File: config.mk
export PLATFORM = sky130hd
export DESIGN_NAME = rau_controller
export DESIGN_NICKNAME = d
export VERILOG_FILES = /design/src/hdl/rau_pkg.sv /design/src/hdl/rau_controller.sv
export SDC_FILE = /design/constraint.sdc
export NUM_CORES = 1
export LEC_CHECK = 0
export ABC_AREA = 1
export ABC_CLOCK_PERIOD_IN_PS = 1080
export BUFFER_PORTS_ARGS = -buffer_cell sky130_fd_sc_hd__buf_2
export CAP_MARGIN = 5
export CORE_AREA = 2 2 49 51
export CTS_BUF_LIST = sky130_fd_sc_hd__clkbuf_4 sky130_fd_sc_hd__clkbuf_8
export DETAILED_ROUTE_END_ITERATION = 10
export DIE_AREA = 0 0 51 53
export GPL_ROUTABILITY_DRIVEN = 0
export HOLD_SLACK_MARGIN = 0.15
export PLACE_DENSITY = 0.54
export RECOVER_POWER = 100
export SETUP_SLACK_MARGIN = 0.15
export SLEW_MARGIN = 20
export SYNTH_ARGS = -nofsm -noshare
export SYNTH_HDL_FRONTEND = slang
export SYNTH_SLANG_ARGS = --single-unit
File: constraint.sdc
create_clock -name clk -period 1.08 [get_ports clk]
set_input_delay 0.054 -clock clk [delete_from_list [all_inputs] [get_ports clk]]
set_output_delay 0.054 -clock clk [all_outputs]
set_load 0.02 [all_outputs]
File: src/hdl/rau_pkg.sv
// Shared types and constants for the rational arithmetic unit.
package rau_pkg;

    localparam int DATA_WIDTH_DEF = 64;

    typedef enum logic [1:0] {
        FUNC_ADD = 2'd0,
        FUNC_SUB = 2'd1,
        FUNC_MUL = 2'd2,
        FUNC_DIV = 2'd3
    } func_t;

    // datapath commands
    typedef enum logic [3:0] {
        OP_NONE,
        OP_LOAD,      // capture operands
        OP_GCD_START, // divider: n rem m
        OP_GCD_STEP,  // m <= rem, n <= m
        OP_L1_START,  // divider: xd / g
        OP_MUL_L,     // l <= q * yd
        OP_A_START,   // divider: l / xd
        OP_MUL_A,     // a <= q * xn
        OP_B_START,   // divider: l / yd
        OP_MUL_B,     // b <= q * yn, form result
        OP_MUL_DIRECT,
        OP_ZERO_ERR
    } op_t;

    typedef enum logic [3:0] {
        S_IDLE,
        S_LOAD,
        S_CHECK,
        S_GCD_DIV,
        S_GCD_WAIT,
        S_GCD_STEP,
        S_L_DIV,
        S_L_WAIT,
        S_A_DIV,
        S_A_WAIT,
        S_B_DIV,
        S_B_WAIT,
        S_MUL,
        S_ZERO,
        S_OUT
    } state_t;

    typedef struct packed {
        op_t  op;
        logic mul_go;
    } rau_cmd_t;

    typedef struct packed {
        logic addsub;
        logic den_zero;
        logic m_zero;
        logic div_done;
        logic mul_done;
    } rau_status_t;

endpackage

File: src/hdl/rau_controller.sv
// Sequencing state machine for the rational arithmetic unit.
module rau_controller (
    input  logic                 clk,
    input  logic                 rst_n,
    input  logic                 in_valid,
    output logic                 in_ready,
    output logic                 out_valid,
    input  logic                 out_ready,
    input  rau_pkg::rau_status_t status,
    output rau_pkg::rau_cmd_t    cmd,
    output logic                 mul_den
);
    rau_pkg::state_t state_reg, state_next;
    logic            den_reg, den_next; // direct multiply: second product pending

    always_comb
    begin
        state_next = state_reg;
        den_next   = den_reg;
        unique case (state_reg)
            rau_pkg::S_IDLE: if (in_valid) state_next = rau_pkg::S_LOAD;
            rau_pkg::S_LOAD: state_next = rau_pkg::S_CHECK;
            rau_pkg::S_CHECK:
            begin
                if (!status.addsub)
                begin
                    state_next = rau_pkg::S_MUL;
                    den_next   = 1'b0;
                end
                else if (status.den_zero)
                    state_next = rau_pkg::S_ZERO;
                else
                    state_next = rau_pkg::S_GCD_DIV;
            end
            rau_pkg::S_GCD_DIV: state_next = status.m_zero ? rau_pkg::S_L_DIV
                                                           : rau_pkg::S_GCD_WAIT;
            rau_pkg::S_GCD_WAIT: if (status.div_done) state_next = rau_pkg::S_GCD_STEP;
            rau_pkg::S_GCD_STEP: state_next = rau_pkg::S_GCD_DIV;
            rau_pkg::S_L_DIV: state_next = rau_pkg::S_L_WAIT;
            rau_pkg::S_L_WAIT: if (status.mul_done) state_next = rau_pkg::S_A_DIV;
            rau_pkg::S_A_DIV: state_next = rau_pkg::S_A_WAIT;
            rau_pkg::S_A_WAIT: if (status.mul_done) state_next = rau_pkg::S_B_DIV;
            rau_pkg::S_B_DIV: state_next = rau_pkg::S_B_WAIT;
            rau_pkg::S_B_WAIT: if (status.mul_done) state_next = rau_pkg::S_OUT;
            rau_pkg::S_MUL:
            begin
                if (status.mul_done)
                begin
                    if (den_reg)
                        state_next = rau_pkg::S_OUT;
                    den_next = 1'b1;
                end
            end
            rau_pkg::S_ZERO: state_next = rau_pkg::S_OUT;
            rau_pkg::S_OUT: if (out_ready) state_next = rau_pkg::S_IDLE;
            default: state_next = rau_pkg::S_IDLE;
        endcase
    end

    // divider finishing and multiplier start are chained inside the
    // wait states: a wait state first waits for the quotient, then the product
    logic ph_reg, ph_next; // 0: waiting divider, 1: waiting multiplier

    always_comb
    begin
        ph_next = ph_reg;
        if (state_reg == rau_pkg::S_L_WAIT || state_reg == rau_pkg::S_A_WAIT ||
            state_reg == rau_pkg::S_B_WAIT)
        begin
            if (!ph_reg && status.div_done)
                ph_next = 1'b1;
            else if (ph_reg && status.mul_done)
                ph_next = 1'b0;
        end
    end

    always_comb
    begin
        cmd.op     = rau_pkg::OP_NONE;
        cmd.mul_go = 1'b0;
        in_ready   = 1'b0;
        out_valid  = 1'b0;
        mul_den    = 1'b0;
        unique case (state_reg)
            rau_pkg::S_IDLE: in_ready = 1'b1;
            rau_pkg::S_LOAD: ;
            rau_pkg::S_CHECK: ;
            rau_pkg::S_GCD_DIV: cmd.op = status.m_zero ? rau_pkg::OP_L1_START
                                                       : rau_pkg::OP_GCD_START;
            rau_pkg::S_GCD_WAIT: ;
            rau_pkg::S_GCD_STEP: cmd.op = rau_pkg::OP_GCD_STEP;
            rau_pkg::S_L_DIV: ;
            rau_pkg::S_L_WAIT:
            begin
                cmd.op     = rau_pkg::OP_MUL_L;
                cmd.mul_go = !ph_reg && status.div_done;
            end
            rau_pkg::S_A_DIV: cmd.op = rau_pkg::OP_A_START;
            rau_pkg::S_A_WAIT:
            begin
                cmd.op     = rau_pkg::OP_MUL_A;
                cmd.mul_go = !ph_reg && status.div_done;
            end
            rau_pkg::S_B_DIV: cmd.op = rau_pkg::OP_B_START;
            rau_pkg::S_B_WAIT:
            begin
                cmd.op     = rau_pkg::OP_MUL_B;
                cmd.mul_go = !ph_reg && status.div_done;
            end
            rau_pkg::S_MUL:
            begin
                cmd.op  = den_reg ? rau_pkg::OP_NONE : rau_pkg::OP_MUL_DIRECT;
                mul_den = den_reg;
                cmd.mul_go = (state_reg != state_next) ? 1'b0 : 1'b0;
            end
            rau_pkg::S_ZERO: cmd.op = rau_pkg::OP_ZERO_ERR;
            rau_pkg::S_OUT: out_valid = 1'b1;
            default: ;
        endcase
        if (state_reg == rau_pkg::S_CHECK && !status.addsub)
            cmd.mul_go = 1'b1;
        if (state_reg == rau_pkg::S_MUL && !den_reg && status.mul_done)
            cmd.mul_go = 1'b1;
        if (state_reg == rau_pkg::S_CHECK && !status.addsub)
            cmd.op = rau_pkg::OP_MUL_DIRECT;
    end

    always_ff @(posedge clk or negedge rst_n)
    begin
        if (!rst_n)
        begin
            state_reg <= rau_pkg::S_IDLE;
            den_reg   <= 1'b0;
            ph_reg    <= 1'b0;
        end
        else
        begin
            state_reg <= state_next;
            den_reg   <= den_next;
            ph_reg    <= ph_next;
        end
    end
endmodule

Word-level counts from Yosys, hierarchy flattened:

Index checks and enable logic that the tools add are counted.

* register bits after elaboration: 6
* bits in latches: 0
* bits in writable memories: 0
* bits in read-only memories: 0
* output and inout bits: 8
* word-level logic and storage cells: 70
* memories kept: 0

* add/sub/neg operators: 0
* multipliers: 0
* div/mod/pow operators: 0
* magnitude comparators: 0
* eq/ne operators: 23
* shifts and indexed selects: 0
* mux-type cells: 27
* bitwise logic cells: 0
* reductions and logical operators: 17

Operators by type and width (number)
* $pmux 4 s15: 1
* $mux 4: 12
* $pmux 4 s9: 1
* $eq 4x4->1 const B: 7
* $ne 2x2->1 const B: 9
* $eq 4x3->1 const B: 4
* $mux 1: 10
* $eq 4x2->1 const B: 2
* $reduce_and 8->1: 1
* $logic_and 1x1->1: 5
* $eq 4x1->1 const B: 1
* $logic_not 4->1: 1
* $reduce_bool 2->1: 2
* $logic_not 1->1: 3
* $mux 3: 1
* $reduce_and 3->1: 1
* $reduce_or 3->1: 1
* $logic_or 1x1->1: 2
* $mux 2: 1
* $pmux 1 s2: 1
* $reduce_and 2->1: 1

Depth between registers and ports, before layout:

* depth in word-level cells: 5
* depth in mapped cells: 10

Worst setup path before layout:

Ideal clock, no wire load.

* path type: register -> register
* start: register state_reg[0]
* end: register state_reg[1]
* setup time: 0.065 ns
* arrival time: 1.190 ns
* path slack: -0.175 ns
* stages on the path, launching flop included: 11
* path buffers: 1
* clock period less this slack: 1.255 ns
* cell sequence: dfrtp_1 > buf_6 > inv_4 > nand2_2 > nor2_2 > nand2_2 > nand2_2 > nor2_4 > nand2_2 > nand2_1 > nand2_1

* cells in the longest elaborated chain, start to end: 3
* elaborated cells between the ends (all ways): 25

Ends and longest elaborated chain
* from (decl): line rau_controller.sv:13 `rau_pkg::state_t state_reg, state_next;`
* from (signal assigned): line rau_controller.sv:132 `state_reg <= rau_pkg::S_IDLE;`
* from (signal assigned): line rau_controller.sv:138 `state_reg <= state_next;`
* $eq 4x4->1, or another cell as far along: line rau_controller.sv:20 `unique case (state_reg)`
* $ne 2x2->1 (no line)
* $reduce_and 8->1 (no line)

Several ways; a longest one is shown, not always the timed one.
A chain may end at the register's enable or synchronous reset.

==> flow_metrics.env <==
export IMPL_max_cap_viol_count=0
export IMPL_pwr_share_comb_pct=79.1
export IMPL_final_max_slew_viol_count=0
export IMPL_track_usage_pct=19.8
export IMPL_routed_top_layer="met4"
export IMPL_drc=0
export IMPL_antenna_left=0
export IMPL_die_width_um=51
export IMPL_place_area_um2=966
export IMPL_max_freq_mhz=641
export IMPL_hp_class="primary input to register"
export IMPL_grt_max_degree=9
export IMPL_crit_path_max_fanout=7
export IMPL_antenna_cells=0
export IMPL_switching_share_pct=50.0
export IMPL_synth_seq_cells=6
export IMPL_drtPass1Iterations=2
export IMPL_cts_buffers=3
export IMPL_routed_wl_um=2420
export IMPL_cts_buffer_depth=2
export IMPL_wl_per_cell_um=12.7
export IMPL_ys_seq_area_share_pct=20.9
export IMPL_path_class="register to output port"
export IMPL_vias_per_cell=4.78
export IMPL_p_sw_mw=1.95
export IMPL_start_util_pct=33.5
export IMPL_final_util_pct=60.6
export IMPL_p_int_mw=1.96
export IMPL_outcome="complete, but fails checks"
export IMPL_wl_met1_um=974
export IMPL_coreArea_um2=2150
export IMPL_required_ns=1.03
export IMPL_netlist_area_um2=719
export IMPL_powerDensity_nw_per_um2=3000
export IMPL_p_total_mw=3.91
export IMPL_drive_gt1_share_pct=62.6
export IMPL_power_leakage_nw=0.669
export IMPL_clock_latency_ns=0.24
export IMPL_cts_tree="built"
export IMPL_grt_overflow=0
export IMPL_finClkSkew_ns=0.00545
export IMPL_synth_nets=122
export IMPL_first_iter_violations=7
export IMPL_irDropWorstVdd_v=0.00158
export IMPL_largest_reg_flops=4
export IMPL_port_buffer_count=16
export IMPL_num_rows=17
export IMPL_p_seq_share_pct=15.8
export IMPL_maxSlewHeadroom_pct=78.5
export IMPL_hpwl_um=1650
export IMPL_antenna_found_initial=0
export IMPL_ys_warn_count=0
export IMPL_grt_pass1_vias=919
export IMPL_min_period_over_period_pct=144
export IMPL_layout_nets=174
export IMPL_pwr_share_clk_pct=5.1
export IMPL_placedCellCount=171
export IMPL_arrival_ns=1.51
export IMPL_synth_avg_cell_area_um2=6.37
export IMPL_dieHeight_um=53
export IMPL_period_minus_slack_ns=1.56
export IMPL_wl_met3_um=112
export IMPL_cts_root_buffer="clkbuf_4"
export IMPL_clock_sinks=6
export IMPL_wl_met2_um=1270
export IMPL_final_common_cell="buf_4"
export IMPL_finalInstanceArea_um2=1300
export IMPL_instances_no_fill=191
export IMPL_failed_checks="setup timing"
export IMPL_setup_violations_final=14
export IMPL_clkSlewWorstSetupHoldPaths_ns=0.04
export IMPL_num_vias=913
export IMPL_hold_viol=0
export IMPL_rsz0062_at_grt="true"
export IMPL_start_kind="register"
export IMPL_cts_max_level=1
export IMPL_ioPinCount=17
export IMPL_end_kind="output port"
export IMPL_grt_pass1_wl_um=3980
export IMPL_area_growth_pct=81.0
export IMPL_synth_cell_types=22
export IMPL_syn_inst=113
export IMPL_final_cell_mix="buf_4 (25), nand2_1 (23), buf_6 (15), nand2_2 (13), nand3_1 (13)"
export IMPL_tightest_slew_ns=0.323
export IMPL_dieArea_um2=2700
export IMPL_worst_slack_ns=-0.481
[logic make-up (layout without fill, tap and decap cells)]
kind of cell	count (synthesis)	after routing	synth area share [%]
DFF	6	6	20.9
AOI/OAI and AO/OA	7	7	6.44
buffers and inverters	19	69	14.4
and+or+nand+nor	81	81	58.3
[power groups by stage]
stage / Clock (mW) / Sequential, mW / Combinational [mW]
floorplan: 0 / 0.383 / 1.75
global placement: 0 / 0.593 / 2.21
detailed placement: 0 / 0.599 / 2.21
CTS: 0.210 / 0.601 / 2.83
global route: 0.227 / 0.633 / 3.38
finish: 0.198 / 0.619 / 3.09
[synth_stat cells (all sizes together)]
| master | number | area, um2 |
|---|---|---|
| nand2 | 40 | 190 |
| nor2 | 20 | 113 |
| nand3 | 17 | 90.1 |
| inv | 15 | 58.8 |
| dfrtp | 6 | 150 |
| buf | 4 | 45.0 |
| nand3b | 2 | 15.0 |
| o21ai | 2 | 10.0 |
| a211oi | 1 | 7.51 |
| a31oi | 1 | 6.26 |
| nand4 | 1 | 6.26 |
| nor3 | 1 | 5.00 |
| o2111ai | 1 | 8.76 |
| o211ai | 1 | 7.51 |
| o22ai | 1 | 6.26 |
[metrics by stage]
step	TNS (ns)	worst slack (ns)	hold slack, ns
after CTS	-4.71	-0.475	0.155
after detailed placement	-3.78	-0.397	-0.116
after floorplan	-0.674	-0.121	-0.242
final	-5.26	-0.481	0.163
after global routing	-6.39	-0.575	0.179
after global placement	-3.81	-0.354	-0.114
[metal layers]
layer / vias to the layer above / GRT usage (%)
met2: 25 / 35.5
met4: 0 / 6.31
met1: 418 / 22.2
met3: 8 / 6.21
li1: 462 / -
met5: - / 0
[layout make-up]
class                           instances  area, um2
Timing Repair Buffer                   51        420
Fill cell                             202        846
Multi-Input combinational cell         88        598
Inverter                               15       71.3
Clock buffer                            3       22.5
Sequential cell                         6        155
Tap cell                               28       35.0
[path summary, 6_finish.rpt]
check                      slack, ns           end  cells after the start          from
min in group asynchronous       0.21       den_reg                      2         rst_n
max reg2reg                    -0.38  state_reg[2]                     10  state_reg[1]
max                            -0.48        cmd[0]                      8  state_reg[3]
max in group asynchronous       0.60  state_reg[1]                      2         rst_n
min                             0.16        ph_reg                      4     status[1]
min reg2reg                     0.47        ph_reg                      2        ph_reg
[repair_timing]
item | in CTS | in global routing
gates resized for setup | 35 | 18
setup buffers | 12 | 3
endpoints found under the setup margin | 14 | 14
hold buffers | 2 | 0
endpoints found under the hold margin | 7 | 0
pin swaps | 12 | 5
[critical path: stages (launching register included)]
cell	delay, ns
dfrtp_2	0.50
inv_4	0.12
nand2_2	0.07
nor2_4	0.11
nor2_1	0.06
nand2_1	0.08
nand3_2	0.07
o211ai_1	0.09
buf_4	0.17
No activity file was read; power rests on OpenSTA's default activity.
