<file path="config.mk">
export PLATFORM = sky130hd
export DESIGN_NAME = rau_datapath
export DESIGN_NICKNAME = d
export VERILOG_FILES = /design/src/hdl/rau_pkg.sv /design/src/hdl/rau_divider.sv /design/src/hdl/rau_multiplier.sv /design/src/hdl/rau_datapath.sv
export SDC_FILE = /design/constraint.sdc
export NUM_CORES = 2
export LEC_CHECK = 0
export BUFFER_PORTS_ARGS = -buffer_cell sky130_fd_sc_hd__buf_2
export CELL_PAD_IN_SITES_DETAIL_PLACEMENT = 0
export CELL_PAD_IN_SITES_GLOBAL_PLACEMENT = 2
export CORE_ASPECT_RATIO = 0.5
export CORE_UTILIZATION = 30
export DETAILED_ROUTE_END_ITERATION = 16
export PLACE_DENSITY = 0.64
export RECOVER_POWER = 25
export SLEW_MARGIN = 10
export SYNTH_ARGS = -nofsm -noshare
export SYNTH_HDL_FRONTEND = slang
export SYNTH_SLANG_ARGS = --single-unit
export TNS_END_PERCENT = 100
</file>
<file path="constraint.sdc">
create_clock -name clk -period 11.55 [get_ports clk]
set_clock_uncertainty 0.2 [all_clocks]
set_input_delay 1.155 -clock clk [delete_from_list [all_inputs] [get_ports clk]]
set_output_delay 1.155 -clock clk [all_outputs]
set_load 0.02 [all_outputs]
</file>
<file path="src/hdl/rau_pkg.sv">
// Shared types and constants for the rational arithmetic unit.
package rau_pkg;

    localparam int DATA_WIDTH_DEF = 64;

    typedef enum logic [1:0] {
        FUNC_ADD = 2'd0,
        FUNC_SUB = 2'd1,
        FUNC_MUL = 2'd2,
        FUNC_DIV = 2'd3
    } func_t;

    // datapath commands
    typedef enum logic [3:0] {
        OP_NONE,
        OP_LOAD,      // capture operands
        OP_GCD_START, // divider: n rem m
        OP_GCD_STEP,  // m <= rem, n <= m
        OP_L1_START,  // divider: xd / g
        OP_MUL_L,     // l <= q * yd
        OP_A_START,   // divider: l / xd
        OP_MUL_A,     // a <= q * xn
        OP_B_START,   // divider: l / yd
        OP_MUL_B,     // b <= q * yn, form result
        OP_MUL_DIRECT,
        OP_ZERO_ERR
    } op_t;

    typedef enum logic [3:0] {
        S_IDLE,
        S_LOAD,
        S_CHECK,
        S_GCD_DIV,
        S_GCD_WAIT,
        S_GCD_STEP,
        S_L_DIV,
        S_L_WAIT,
        S_A_DIV,
        S_A_WAIT,
        S_B_DIV,
        S_B_WAIT,
        S_MUL,
        S_ZERO,
        S_OUT
    } state_t;

    typedef struct packed {
        op_t  op;
        logic mul_go;
    } rau_cmd_t;

    typedef struct packed {
        logic addsub;
        logic den_zero;
        logic m_zero;
        logic div_done;
        logic mul_done;
    } rau_status_t;

endpackage

</file>
<file path="src/hdl/rau_divider.sv">
// Iterative signed divider, one quotient bit per cycle, truncating.
module rau_divider #(
    parameter int DATA_WIDTH = rau_pkg::DATA_WIDTH_DEF
) (
    input  logic                  clk,
    input  logic                  rst_n,
    input  logic                  start,
    input  logic [DATA_WIDTH-1:0] dividend,
    input  logic [DATA_WIDTH-1:0] divisor,
    output logic                  done,
    output logic [DATA_WIDTH-1:0] quotient,
    output logic [DATA_WIDTH-1:0] remainder
);
    localparam int CW = $clog2(DATA_WIDTH + 1);

    logic [DATA_WIDTH-1:0] q_reg, q_next;
    logic [DATA_WIDTH-1:0] r_reg, r_next;
    logic [DATA_WIDTH-1:0] d_reg, d_next;
    logic [CW-1:0]         cnt_reg, cnt_next;
    logic                  busy_reg, busy_next;
    logic                  done_reg, done_next;
    logic                  qneg_reg, qneg_next;
    logic                  rneg_reg, rneg_next;
    logic [DATA_WIDTH:0]   trial;
    logic [DATA_WIDTH-1:0] rshift;

    always_comb
    begin
        q_next    = q_reg;
        r_next    = r_reg;
        d_next    = d_reg;
        cnt_next  = cnt_reg;
        busy_next = busy_reg;
        done_next = 1'b0;
        qneg_next = qneg_reg;
        rneg_next = rneg_reg;
        rshift    = {r_reg[DATA_WIDTH-2:0], q_reg[DATA_WIDTH-1]};
        trial     = {r_reg, q_reg[DATA_WIDTH-1]} - {1'b0, d_reg};
        if (start)
        begin
            q_next    = dividend[DATA_WIDTH-1] ? -dividend : dividend;
            d_next    = divisor[DATA_WIDTH-1] ? -divisor : divisor;
            r_next    = '0;
            cnt_next  = CW'(DATA_WIDTH);
            busy_next = 1'b1;
            qneg_next = dividend[DATA_WIDTH-1] ^ divisor[DATA_WIDTH-1];
            rneg_next = dividend[DATA_WIDTH-1];
        end
        else if (busy_reg)
        begin
            if (!trial[DATA_WIDTH])
            begin
                r_next = trial[DATA_WIDTH-1:0];
                q_next = {q_reg[DATA_WIDTH-2:0], 1'b1};
            end
            else
            begin
                r_next = rshift;
                q_next = {q_reg[DATA_WIDTH-2:0], 1'b0};
            end
            cnt_next = cnt_reg - 1'b1;
            if (cnt_reg == CW'(1))
            begin
                busy_next = 1'b0;
                done_next = 1'b1;
                if (d_reg == '0)
                begin
                    q_next = '0;
                    r_next = '0;
                end
            end
        end
    end

    always_ff @(posedge clk or negedge rst_n)
    begin
        if (!rst_n)
        begin
            busy_reg <= 1'b0;
            done_reg <= 1'b0;
            cnt_reg  <= '0;
        end
        else
        begin
            busy_reg <= busy_next;
            done_reg <= done_next;
            cnt_reg  <= cnt_next;
        end
    end

    always_ff @(posedge clk)
    begin
        q_reg    <= q_next;
        r_reg    <= r_next;
        d_reg    <= d_next;
        qneg_reg <= qneg_next;
        rneg_reg <= rneg_next;
    end

    assign done      = done_reg;
    assign quotient  = qneg_reg ? -q_reg : q_reg;
    assign remainder = rneg_reg ? -r_reg : r_reg;
endmodule

</file>
<file path="src/hdl/rau_multiplier.sv">
// Wrapping multiplier built from 32x32 partial products, accumulated one after another.
module rau_multiplier #(
    parameter int DATA_WIDTH = rau_pkg::DATA_WIDTH_DEF
) (
    input  logic                  clk,
    input  logic                  rst_n,
    input  logic                  start,
    input  logic [DATA_WIDTH-1:0] a,
    input  logic [DATA_WIDTH-1:0] b,
    output logic                  done,
    output logic [DATA_WIDTH-1:0] product
);
    localparam int HW = (DATA_WIDTH + 1) / 2;
    localparam int FW = 2 * HW;

    logic [FW-1:0]         a_reg, b_reg;
    logic [DATA_WIDTH-1:0] acc_reg, acc_next;
    logic [1:0]            ph_reg, ph_next;
    logic                  busy_reg, busy_next;
    logic                  done_reg, done_next;
    logic [HW-1:0]         pa, pb;
    logic [FW-1:0]         pp;
    logic [FW-1:0]         pp_sh;

    always_comb
    begin
        pa = ph_reg[1] ? a_reg[FW-1:HW] : a_reg[HW-1:0];
        pb = ph_reg[0] ? b_reg[FW-1:HW] : b_reg[HW-1:0];
        pp = FW'(pa) * FW'(pb);
        case (ph_reg)
            2'd0:    pp_sh = pp;
            2'd3:    pp_sh = '0;
            default: pp_sh = pp << HW;
        endcase
        acc_next  = acc_reg;
        ph_next   = ph_reg;
        busy_next = busy_reg;
        done_next = 1'b0;
        if (start)
        begin
            acc_next  = '0;
            ph_next   = 2'd0;
            busy_next = 1'b1;
        end
        else if (busy_reg)
        begin
            acc_next = acc_reg + pp_sh[DATA_WIDTH-1:0];
            ph_next  = ph_reg + 2'd1;
            if (ph_reg == 2'd2)
            begin
                busy_next = 1'b0;
                done_next = 1'b1;
            end
        end
    end

    always_ff @(posedge clk or negedge rst_n)
    begin
        if (!rst_n)
        begin
            busy_reg <= 1'b0;
            done_reg <= 1'b0;
            ph_reg   <= '0;
        end
        else
        begin
            busy_reg <= busy_next;
            done_reg <= done_next;
            ph_reg   <= ph_next;
        end
    end

    always_ff @(posedge clk)
    begin
        acc_reg <= acc_next;
        if (start)
        begin
            a_reg <= FW'(a);
            b_reg <= FW'(b);
        end
    end

    assign done    = done_reg;
    assign product = acc_reg;
endmodule

</file>
<file path="src/hdl/rau_datapath.sv">
// Operand registers, divider, multiplier and result registers.
module rau_datapath #(
    parameter int DATA_WIDTH = rau_pkg::DATA_WIDTH_DEF
) (
    input  logic                 clk,
    input  logic                 rst_n,
    input  rau_pkg::rau_cmd_t    cmd,
    output rau_pkg::rau_status_t status,
    input  logic [1:0]           func,
    input  logic signed [63:0]   x_num,
    input  logic signed [63:0]   x_den,
    input  logic signed [63:0]   y_num,
    input  logic signed [63:0]   y_den,
    output logic signed [63:0]   result_num,
    output logic signed [63:0]   result_den,
    output logic                 zero_den_error
);
    localparam int W = DATA_WIDTH;

    logic [1:0]   func_reg;
    logic [W-1:0] xn_reg, xd_reg, yn_reg, yd_reg;
    logic [W-1:0] m_reg, n_reg, l_reg, a_reg;
    logic [W-1:0] rn_reg, rd_reg;
    logic         err_reg;
    logic         div_start, div_done, mul_done;
    logic [W-1:0] div_a, div_b, quo, rem;
    logic [W-1:0] mul_a, mul_b, prod;

    always_comb
    begin
        div_start = 1'b0;
        div_a     = n_reg;
        div_b     = m_reg;
        case (cmd.op)
            rau_pkg::OP_GCD_START: div_start = 1'b1;
            rau_pkg::OP_L1_START:
            begin
                div_start = 1'b1;
                div_a     = xd_reg;
                div_b     = n_reg;
            end
            rau_pkg::OP_A_START:
            begin
                div_start = 1'b1;
                div_a     = l_reg;
                div_b     = xd_reg;
            end
            rau_pkg::OP_B_START:
            begin
                div_start = 1'b1;
                div_a     = l_reg;
                div_b     = yd_reg;
            end
            default: ;
        endcase
    end

    always_comb
    begin
        mul_a = quo;
        mul_b = yd_reg;
        case (cmd.op)
            rau_pkg::OP_MUL_A: mul_b = xn_reg;
            rau_pkg::OP_MUL_B: mul_b = yn_reg;
            rau_pkg::OP_MUL_DIRECT:
            begin
                // numerator first; when it completes the denominator is launched
                if (mul_done)
                begin
                    mul_a = xd_reg;
                    mul_b = (func_reg == rau_pkg::FUNC_DIV) ? yn_reg : yd_reg;
                end
                else
                begin
                    mul_a = xn_reg;
                    mul_b = (func_reg == rau_pkg::FUNC_DIV) ? yd_reg : yn_reg;
                end
            end
            default: ;
        endcase
    end

    rau_divider #(.DATA_WIDTH(W)) u_div (
        .clk       (clk),
        .rst_n     (rst_n),
        .start     (div_start),
        .dividend  (div_a),
        .divisor   (div_b),
        .done      (div_done),
        .quotient  (quo),
        .remainder (rem)
    );

    rau_multiplier #(.DATA_WIDTH(W)) u_mul (
        .clk     (clk),
        .rst_n   (rst_n),
        .start   (cmd.mul_go),
        .a       (mul_a),
        .b       (mul_b),
        .done    (mul_done),
        .product (prod)
    );

    // direct multiply needs a second product for the denominator; it
    // runs after the numerator through the same unit and lands in rd
    always_ff @(posedge clk)
    begin
        case (cmd.op)
            rau_pkg::OP_LOAD:
            begin
                func_reg <= func;
                xn_reg   <= x_num[W-1:0];
                xd_reg   <= x_den[W-1:0];
                yn_reg   <= y_num[W-1:0];
                yd_reg   <= y_den[W-1:0];
                m_reg    <= x_den[W-1:0];
                n_reg    <= y_den[W-1:0];
                err_reg  <= 1'b0;
            end
            rau_pkg::OP_GCD_STEP:
            begin
                m_reg <= rem;
                n_reg <= m_reg;
            end
            rau_pkg::OP_MUL_L: if (mul_done) l_reg <= prod;
            rau_pkg::OP_MUL_A: if (mul_done) a_reg <= prod;
            rau_pkg::OP_MUL_B:
            begin
                if (mul_done)
                begin
                    rn_reg <= (func_reg == rau_pkg::FUNC_ADD) ? a_reg + prod
                                                             : a_reg - prod;
                    rd_reg <= l_reg;
                end
            end
            rau_pkg::OP_MUL_DIRECT: if (mul_done) rn_reg <= prod;
            rau_pkg::OP_ZERO_ERR:
            begin
                rn_reg  <= '0;
                rd_reg  <= '0;
                err_reg <= 1'b1;
            end
            default: ;
        endcase
        if (cmd.op == rau_pkg::OP_NONE && mul_done)
            rd_reg <= prod;
    end

    always_comb
    begin
        status.addsub   = ~func_reg[1];
        status.den_zero = (xd_reg == '0) || (yd_reg == '0);
        status.m_zero   = (m_reg == '0);
        status.div_done = div_done;
        status.mul_done = mul_done;
    end

    assign result_num     = 64'(signed'(rn_reg));
    assign result_den     = 64'(signed'(rd_reg));
    assign zero_den_error = err_reg;
endmodule

</file>
Word-level counts from Yosys, hierarchy flattened
Index checks and enable logic that the tools add are counted.
{ "classes": {"addsub": 10, "multipliers": 1, "n_eq_ne": 18, "n_mux": 50, "n_bitwise": 2, "reduce_logical": 21} }
{ "ops": {"columns": ["op", "n"], "rows": [
  ["2-to-1 mux 64 bit", 20],
  ["case mux 64 bit (2 select lines)", 5],
  ["case mux 64 bit (3 select lines)", 3],
  ["logical NOT 64 bit", 4],
  ["negator 64 bit", 4],
  ["adder 64 bit", 2],
  ["subtractor 65 x 64 -> 65 bit", 1],
  ["multiplier 32 x 32 -> 64 bit", 1],
  ["2-to-1 mux 32 bit", 2],
  ["subtractor 64 bit", 1],
  ["2-to-1 mux 63 bit", 1],
  ["equality test 4 x 3 -> 1 bit, second input constant", 4],
  ["equality test 4 bit, second input constant", 4],
  ["2-to-1 mux 1 bit", 14],
  ["2-to-1 mux 7 bit", 2],
  ["equality test 4 x 2 -> 1 bit, second input constant", 2],
  ["nonzero test 2 bit", 4],
  ["equality test 7 x 1 -> 1 bit, second input constant", 1],
  ["subtractor 7 x 1 -> 7 bit, second input constant", 1],
  ["equality test 2 bit, second input constant", 3],
  ["AND reduction 2 bit", 3],
  ["nonzero test 3 bit", 2],
  ["equality test 4 x 1 -> 1 bit, second input constant", 1],
  ["logical NOT 2 bit", 2],
  ["other kinds (13)", 15]
]} }
{ "totals": {"regBits": 1042, "inputBits": 265, "wordCells": 129} }

Logic depth before layout (Yosys ltp)
{ "logic_depth": {"depth_word": 6, "mapped_depth": 48, "ltp_nobuf": 44} }

By module
From an unflattened synthesis, not the netlist that was laid out.
{ "unflattened": {"hier_cells": 9642, "area_unflattened_um2": 93234.4} }
{ "modules_own_cells": {"columns": ["module", "instances", "cells_each", "area_per_inst_um2", "seq_area_each_um2"], "rows": [
  ["rau_multiplier", 1, 4723, 43274.0, 5225.0],
  ["rau_datapath", 1, 2955, 33148.0, 19308.5],
  ["rau_divider", 1, 1964, 16812.4, 5410.2]
]} }

Worst setup path after synthesis
Ideal clock, no wire load.
{ "synth_path": {"path_kind": "input to register", "from": "input port cmd[2] (netlist bit)", "to": "register err_reg, in the netlist zero_den_error, enable pin", "setup_time_ns": 0.375, "arrival_ns": 21.547, "path_slack_ns": -10.572, "cell_stages": 9, "path_buffers": 6, "path_cell_list": "clkbuf_1 -> buf_1 -> clkbuf_1 -> clkbuf_1 -> buf_1 -> clkbuf_1 -> nand2b_1 -> nor3_1 -> or2_2"} }
{ "synth_via": {"elab_chain_len": 2} }
{ "synth_lines": {"columns": ["element", "line_no", "source"], "rows": [
  ["start: declaration", "rau_datapath.sv:7", "input rau_pkg::rau_cmd_t cmd,"],
  ["equality test 4 bit / equality test 4 x 1 -> 1 bit (equally long branches)", "rau_datapath.sv:108", "case (cmd.op)"],
  ["nonzero test 2 bit (no line) (*)", null, null],
  ["end signal: assignment", "rau_datapath.sv:118", "err_reg <= 1'b0;"],
  ["end signal: assignment", "rau_datapath.sv:141", "err_reg <= 1'b1;"],
  ["end: declaration", "rau_datapath.sv:24", "logic err_reg;"]
]} }
Mark *: on every way between the ends. The rest lies on a longest branch, timed or not.
A chain may end at the register's enable or synchronous reset.

Final worst setup path
{ "layout_path": {"from": "register u_mul.ph_reg[1]", "to": "register u_mul.acc_reg[63], in the netlist u_mul.product[63]"} }
{ "layout_via": {"elab_chain_len": 4} }
{ "layout_lines": {"columns": ["element", "line_no", "source"], "rows": [
  ["start: declaration", "rau_multiplier.sv:18", "logic [1:0] ph_reg, ph_next;"],
  ["start signal: assignment", "rau_multiplier.sv:69", "ph_reg <= ph_next;"],
  ["2-to-1 mux 32 bit", "rau_multiplier.sv:27", "pa = ph_reg[1] ? a_reg[FW-1:HW] : a_reg[HW-1:0];"],
  ["multiplier 32 x 32 -> 64 bit", "rau_multiplier.sv:29", "pp = FW'(pa) * FW'(pb);"],
  ["case mux 64 bit (2 select lines) (*)", "rau_multiplier.sv:30", "case (ph_reg)"],
  ["adder 64 bit (*)", "rau_multiplier.sv:47", "acc_next = acc_reg + pp_sh[DATA_WIDTH-1:0];"],
  ["end signal: assignment", "rau_multiplier.sv:75", "acc_reg <= acc_next;"],
  ["end: declaration", "rau_multiplier.sv:17", "logic [DATA_WIDTH-1:0] acc_reg, acc_next;"]
]} }
Marks and branches as above.

==> impl_table.tex <==
\begin{tabular}{lr}
\hline
Metric & Value \\
\hline
\multicolumn{2}{l}{\textbf{Drt}} \\
\quad DRC violations left & 0 \\
\quad Total wirelength of the detailed-routed design & $\sim$440000 um \\
\quad Number of optimization iterations in the first detailed-route pass & 8 \\
\quad First-iteration detailed-routing DRC count & 8916 \\
\quad DRT antenna net count & 0 \\
\quad Total number of vias & 77.7k \\
\quad Average via count per standard cell & 5.35 \\
\quad Wirelength per Cell & 30.2 um \\
\multicolumn{2}{l}{\textbf{Hold path}} \\
\quad Worst min path class & reg2reg \\
\quad Min-Delay Startpoint & u\_div.cnt\_reg[6]\$\_DFFE\_PN0P\_ \\
\quad Hold Crit Endpoint & u\_div.cnt\_reg[6]\$\_DFFE\_PN0P\_ \\
\quad Number of cells on the worst hold path & 2 \\
\multicolumn{2}{l}{\textbf{Critical path}} \\
\quad Worst-path maximum fanout & 8 \\
\quad Number of buffer and inverter stages on the critical path & 7 \\
\quad Worst setup slack for register-to-register paths & 370 ps \\
\quad Startpoint of the worst-slack reg-to-reg timing path & u\_mul.ph\_reg[1]\$\_DFFE\_PN0P\_ \\
\quad Data required time of the critical path & 12020 ps \\
\quad Kind of cell adding the most delay to the critical path & adder cells \\
\quad Critical Path End Type & flop \\
\quad Largest stage delay, worst path & 650 ps \\
\quad Endpoint of the lowest-slack register-to-register path & u\_mul.product[63]\$\_SDFFE\_PP0P\_ \\
\quad Worst path most repeated cell & sky130\_fd\_sc\_hd\_\_fa\_1 \\
\quad Cell with the largest stage delay on the worst path & sky130\_fd\_sc\_hd\_\_fa\_1 \\
\quad Crit Path Class & reg2reg \\
\quad Startpoint kind of the worst setup timing path & flop \\
\quad Arrival time worst endpoint & 11660 ps \\
\quad Number of cells on the worst reg-to-reg path & 41 \\
\multicolumn{2}{l}{\textbf{Final layout}} \\
\quad Area growth from synthesis to layout & 15.1\% \\
\quad Ratio of cells with drive above 1 in the final layout & 10.9\% \\
\quad NumNets Final & 12.0k \\
\quad Total non-filler cell area in the finished layout & 0.107 mm2 \\
\quad Fill cells & 31.7k \\
\multicolumn{2}{l}{\textbf{Status}} \\
\quad Failing checks & capacitance limit, slew limit \\
\quad Run status & complete, but fails checks \\
\multicolumn{2}{l}{\textbf{Logic synthesis}} \\
\quad Post-synth EDFFs & 901 \\
\quad Count of cell types in the netlist & 95 \\
\quad Cell count after synthesis & around 9.8k \\
\quad Primary FF master, synth & sky130\_fd\_sc\_hd\_\_edfxtp\_1 \\
\quad Proportion of synthesized chip area in sequential cells & 32.3\% \\
\quad Mean instance size in the synthesized netlist & 9.46 um2 \\
\quad Post-Synthesis Cell Area & about 0.09 mm2 \\
\quad Yosys warning total & 0 \\
\quad Synthesized Nets & between 10k and 15k \\
\quad Count of state elements after synthesis & roughly 1.0k \\
\quad Share of synthesized flip-flops with an asynchronous set or reset & 1.25\% \\
\multicolumn{2}{l}{\textbf{Global route}} \\
\quad Overflow left after global routing & 0 \\
\quad Number of antenna violations at the first check in global routing & 55 \\
\quad Global-route total usage across every layer & a little over a quarter \\
\quad Via count of the first global-routing pass & $\sim$75k \\
\quad First-pass GRT wire length & around 600000 um \\
\quad Pin count of the biggest net entering global routing & 129 \\
\multicolumn{2}{l}{\textbf{Timing}} \\
\quad Tightest slew margin relative to the limit & -154\% \\
\quad Share of the clock period used by the worst path & 96.8\% \\
\quad Min Clock Period, post-route & 11180 ps \\
\quad Setup violation total in the final timing report & 0 \\
\quad Final hold violations & 0 \\
\quad Final count of pins violating max slew & about 190 \\
\quad Unrepaired setup endpoints after global routing & true \\
\quad Achievable clock frequency & about 90 MHz \\
\quad Slew at the pin with the worst max-slew slack & 3810 ps \\
\multicolumn{2}{l}{\textbf{Clock network}} \\
\quad Reg clk slew, reported paths & 70 ps \\
\quad Root buf cell & sky130\_fd\_sc\_hd\_\_clkbuf\_16 \\
\quad CTS tree & done \\
\quad Deepest clock path buffer count & 3 \\
\quad Number of H-tree branching levels & 3 \\
\quad Hold-fix buffers at CTS & 0 \\
\quad Cts bufs inserted & 112 \\
\quad Clock sink total & 1042 \\
\quad Clock latency of the later-clocked register in the worst-skew pair & 800 ps \\
\multicolumn{2}{l}{\textbf{Placement}} \\
\quad Cell area after placement & 0.103 mm2 \\
\quad Detailed-placement wirelength estimate & 358000 um \\
\quad Port-buffer cells & just under 400 \\
\quad Placer congestion estimate & 0.959 \\
\multicolumn{2}{l}{\textbf{Floorplan}} \\
\quad Starting density of the core & 30.3\% \\
\quad Die span in x & 788 um \\
\quad Die extent in y & 395 um \\
\quad Die Footprint & $\sim$0.31 mm2 \\
\quad I/O pins & around 400 \\
\quad Core Region & 0.306 mm2 \\
\quad Placement Rows & 143 \\
\multicolumn{2}{l}{\textbf{Run}} \\
\quad Max-capacitance violation count & 5 \\
\hline
\end{tabular}
## routing by layer
metal	track usage, %	wire [um]	up-vias
met4	8.89	17200	6
met1	40.9	204000	39759
met2	39.4	183000	3065
met5	0	37	-
met3	4.44	33800	506
li1	-	-	34398
## synth_stat cells, types with 39 or more instances
library cell,number,area share (%)
sky130_fd_sc_hd__ha_1,465,6.3
sky130_fd_sc_hd__nand2_1,1511,6.1
sky130_fd_sc_hd__a31oi_1,48,0.32
sky130_fd_sc_hd__a22o_1,45,0.43
sky130_fd_sc_hd__mux2_2,82,1.0
sky130_fd_sc_hd__or3_1,39,0.26
sky130_fd_sc_hd__inv_1,1006,4.1
sky130_fd_sc_hd__buf_1,41,0.17
sky130_fd_sc_hd__o31ai_1,75,0.61
sky130_fd_sc_hd__xor2_1,244,2.3
sky130_fd_sc_hd__nand4_1,81,0.55
sky130_fd_sc_hd__o21bai_1,47,0.38
sky130_fd_sc_hd__dfxtp_1,128,2.8
sky130_fd_sc_hd__a22oi_1,100,0.81
sky130_fd_sc_hd__mux2i_1,162,1.7
sky130_fd_sc_hd__a222oi_1,73,0.79
sky130_fd_sc_hd__nor2b_1,47,0.32
sky130_fd_sc_hd__nor3_1,64,0.35
sky130_fd_sc_hd__nand3_1,117,0.63
sky130_fd_sc_hd__nor2_1,936,3.8
sky130_fd_sc_hd__a21o_1,177,1.4
sky130_fd_sc_hd__a21oi_1,444,2.4
sky130_fd_sc_hd__clkbuf_1,469,1.9
sky130_fd_sc_hd__edfxtp_1,901,29
sky130_fd_sc_hd__fa_1,899,19
sky130_fd_sc_hd__and3_1,45,0.30
sky130_fd_sc_hd__xnor2_1,307,2.9
sky130_fd_sc_hd__nand2b_1,48,0.32
sky130_fd_sc_hd__and2_1,76,0.51
sky130_fd_sc_hd__o21ai_0,607,3.3
sky130_fd_sc_hd__nor4_1,88,0.59
## logic make-up (layout without fill, tap and decap cells)
kind of cell             Yosys count  count (layout)  synth area share (%)
AND/OR/NAND/NOR                 3193            3193                  14.9
AO/OA/AOI/OAI                   1869            1869                  12.7
buffers and inverters           1527            2169                  6.25
adder cells (fa/ha/maj)         1364            1364                  25.7
flip-flops                      1042            1042                  32.3
XOR/XNOR                         551             551                  5.21
multiplexers                     254             254                  2.87
other                              0              18                     0
## placed cells by master, fill, tap and decap left out, types with 37 or more instances in the layout
cell	count
sky130_fd_sc_hd__a21o_1	177
sky130_fd_sc_hd__a21oi_1	438
sky130_fd_sc_hd__a222oi_1	73
sky130_fd_sc_hd__a22o_1	45
sky130_fd_sc_hd__a22oi_1	100
sky130_fd_sc_hd__a31oi_1	46
sky130_fd_sc_hd__and2_1	75
sky130_fd_sc_hd__and3_1	45
sky130_fd_sc_hd__buf_2	222
sky130_fd_sc_hd__buf_4	446
sky130_fd_sc_hd__clkbuf_1	239
sky130_fd_sc_hd__clkbuf_16	122
sky130_fd_sc_hd__dfxtp_1	128
sky130_fd_sc_hd__edfxtp_1	901
sky130_fd_sc_hd__fa_1	895
sky130_fd_sc_hd__ha_1	461
sky130_fd_sc_hd__inv_1	1004
sky130_fd_sc_hd__mux2_2	64
sky130_fd_sc_hd__mux2i_1	112
sky130_fd_sc_hd__nand2_1	1510
sky130_fd_sc_hd__nand2b_1	48
sky130_fd_sc_hd__nand3_1	116
sky130_fd_sc_hd__nand4_1	81
sky130_fd_sc_hd__nor2_1	925
sky130_fd_sc_hd__nor2b_1	45
sky130_fd_sc_hd__nor3_1	60
sky130_fd_sc_hd__nor4_1	87
sky130_fd_sc_hd__o21ai_0	601
sky130_fd_sc_hd__o21bai_1	47
sky130_fd_sc_hd__o31ai_1	74
sky130_fd_sc_hd__or3_1	37
sky130_fd_sc_hd__xnor2_1	305
sky130_fd_sc_hd__xor2_1	244
## worst register-to-register path, delay by kind of cell, from the launching register on
family | cells | cell delay, ps
flops | 1 | 570
xor+xnor | 1 | 160
fa+ha+maj | 10 | 4870
mux | 2 | 560
compound gates | 18 | 3370
buf+inv | 7 | 1000
simple gates | 3 | 340
## stage by stage
step	TNS (ps)	instances	utilization, %	setup WS (ps)	hold slack (ps)
final	0	14520	34.9	369	322
after global routing	-49.7	14513	34.9	-49.7	315
after CTS	0	14465	34.8	104	171
after detailed placement	0	14255	33.6	183	298
after global placement	0	14255	33.6	235	303
after floorplan	0	9800	-	538	252
## timing repair
action                     in CTS  in global routing
resized for setup               0                 82
setup endpoints to repair       0                 12
setup buffers                   0                 28
## layout make-up
type | count | area [um2] | share of cell area [%]
multi-input combinational | 7231 | 57700 | 54.1
sequential | 1042 | 30000 | 28.1
inverter | 1008 | 3780 | 3.55
timing repair buffer | 951 | 6450 | 6.04
tap | 4060 | 5080 | 4.76
clock buffer | 133 | 2920 | 2.74
antenna | 18 | 45.0 | 0.0422
clock inverter | 77 | 779 | 0.731
## worst max path at each step
stage	start	slack, ps	endpoint	cells after the start
global placement	u_mul.ph_reg[1]$_DFFE_PN0P_	230	u_mul.product[59]$_SDFFE_PP0P_	42
finish	u_mul.ph_reg[1]$_DFFE_PN0P_	370	u_mul.product[63]$_SDFFE_PP0P_	41
CTS	u_mul.ph_reg[1]$_DFFE_PN0P_	100	u_mul.product[59]$_SDFFE_PP0P_	42
floorplan	u_mul.ph_reg[1]$_DFFE_PN0P_	540	u_mul.product[63]$_SDFFE_PP0P_	46
detailed placement	u_mul.ph_reg[1]$_DFFE_PN0P_	180	u_mul.product[59]$_SDFFE_PP0P_	42
global route	u_mul.ph_reg[1]$_DFFE_PN0P_	-50	u_mul.product[63]$_SDFFE_PP0P_	43
Power is not shown: default switching activity piles up to over one toggle a cycle in this logic, so the estimate is an artifact.
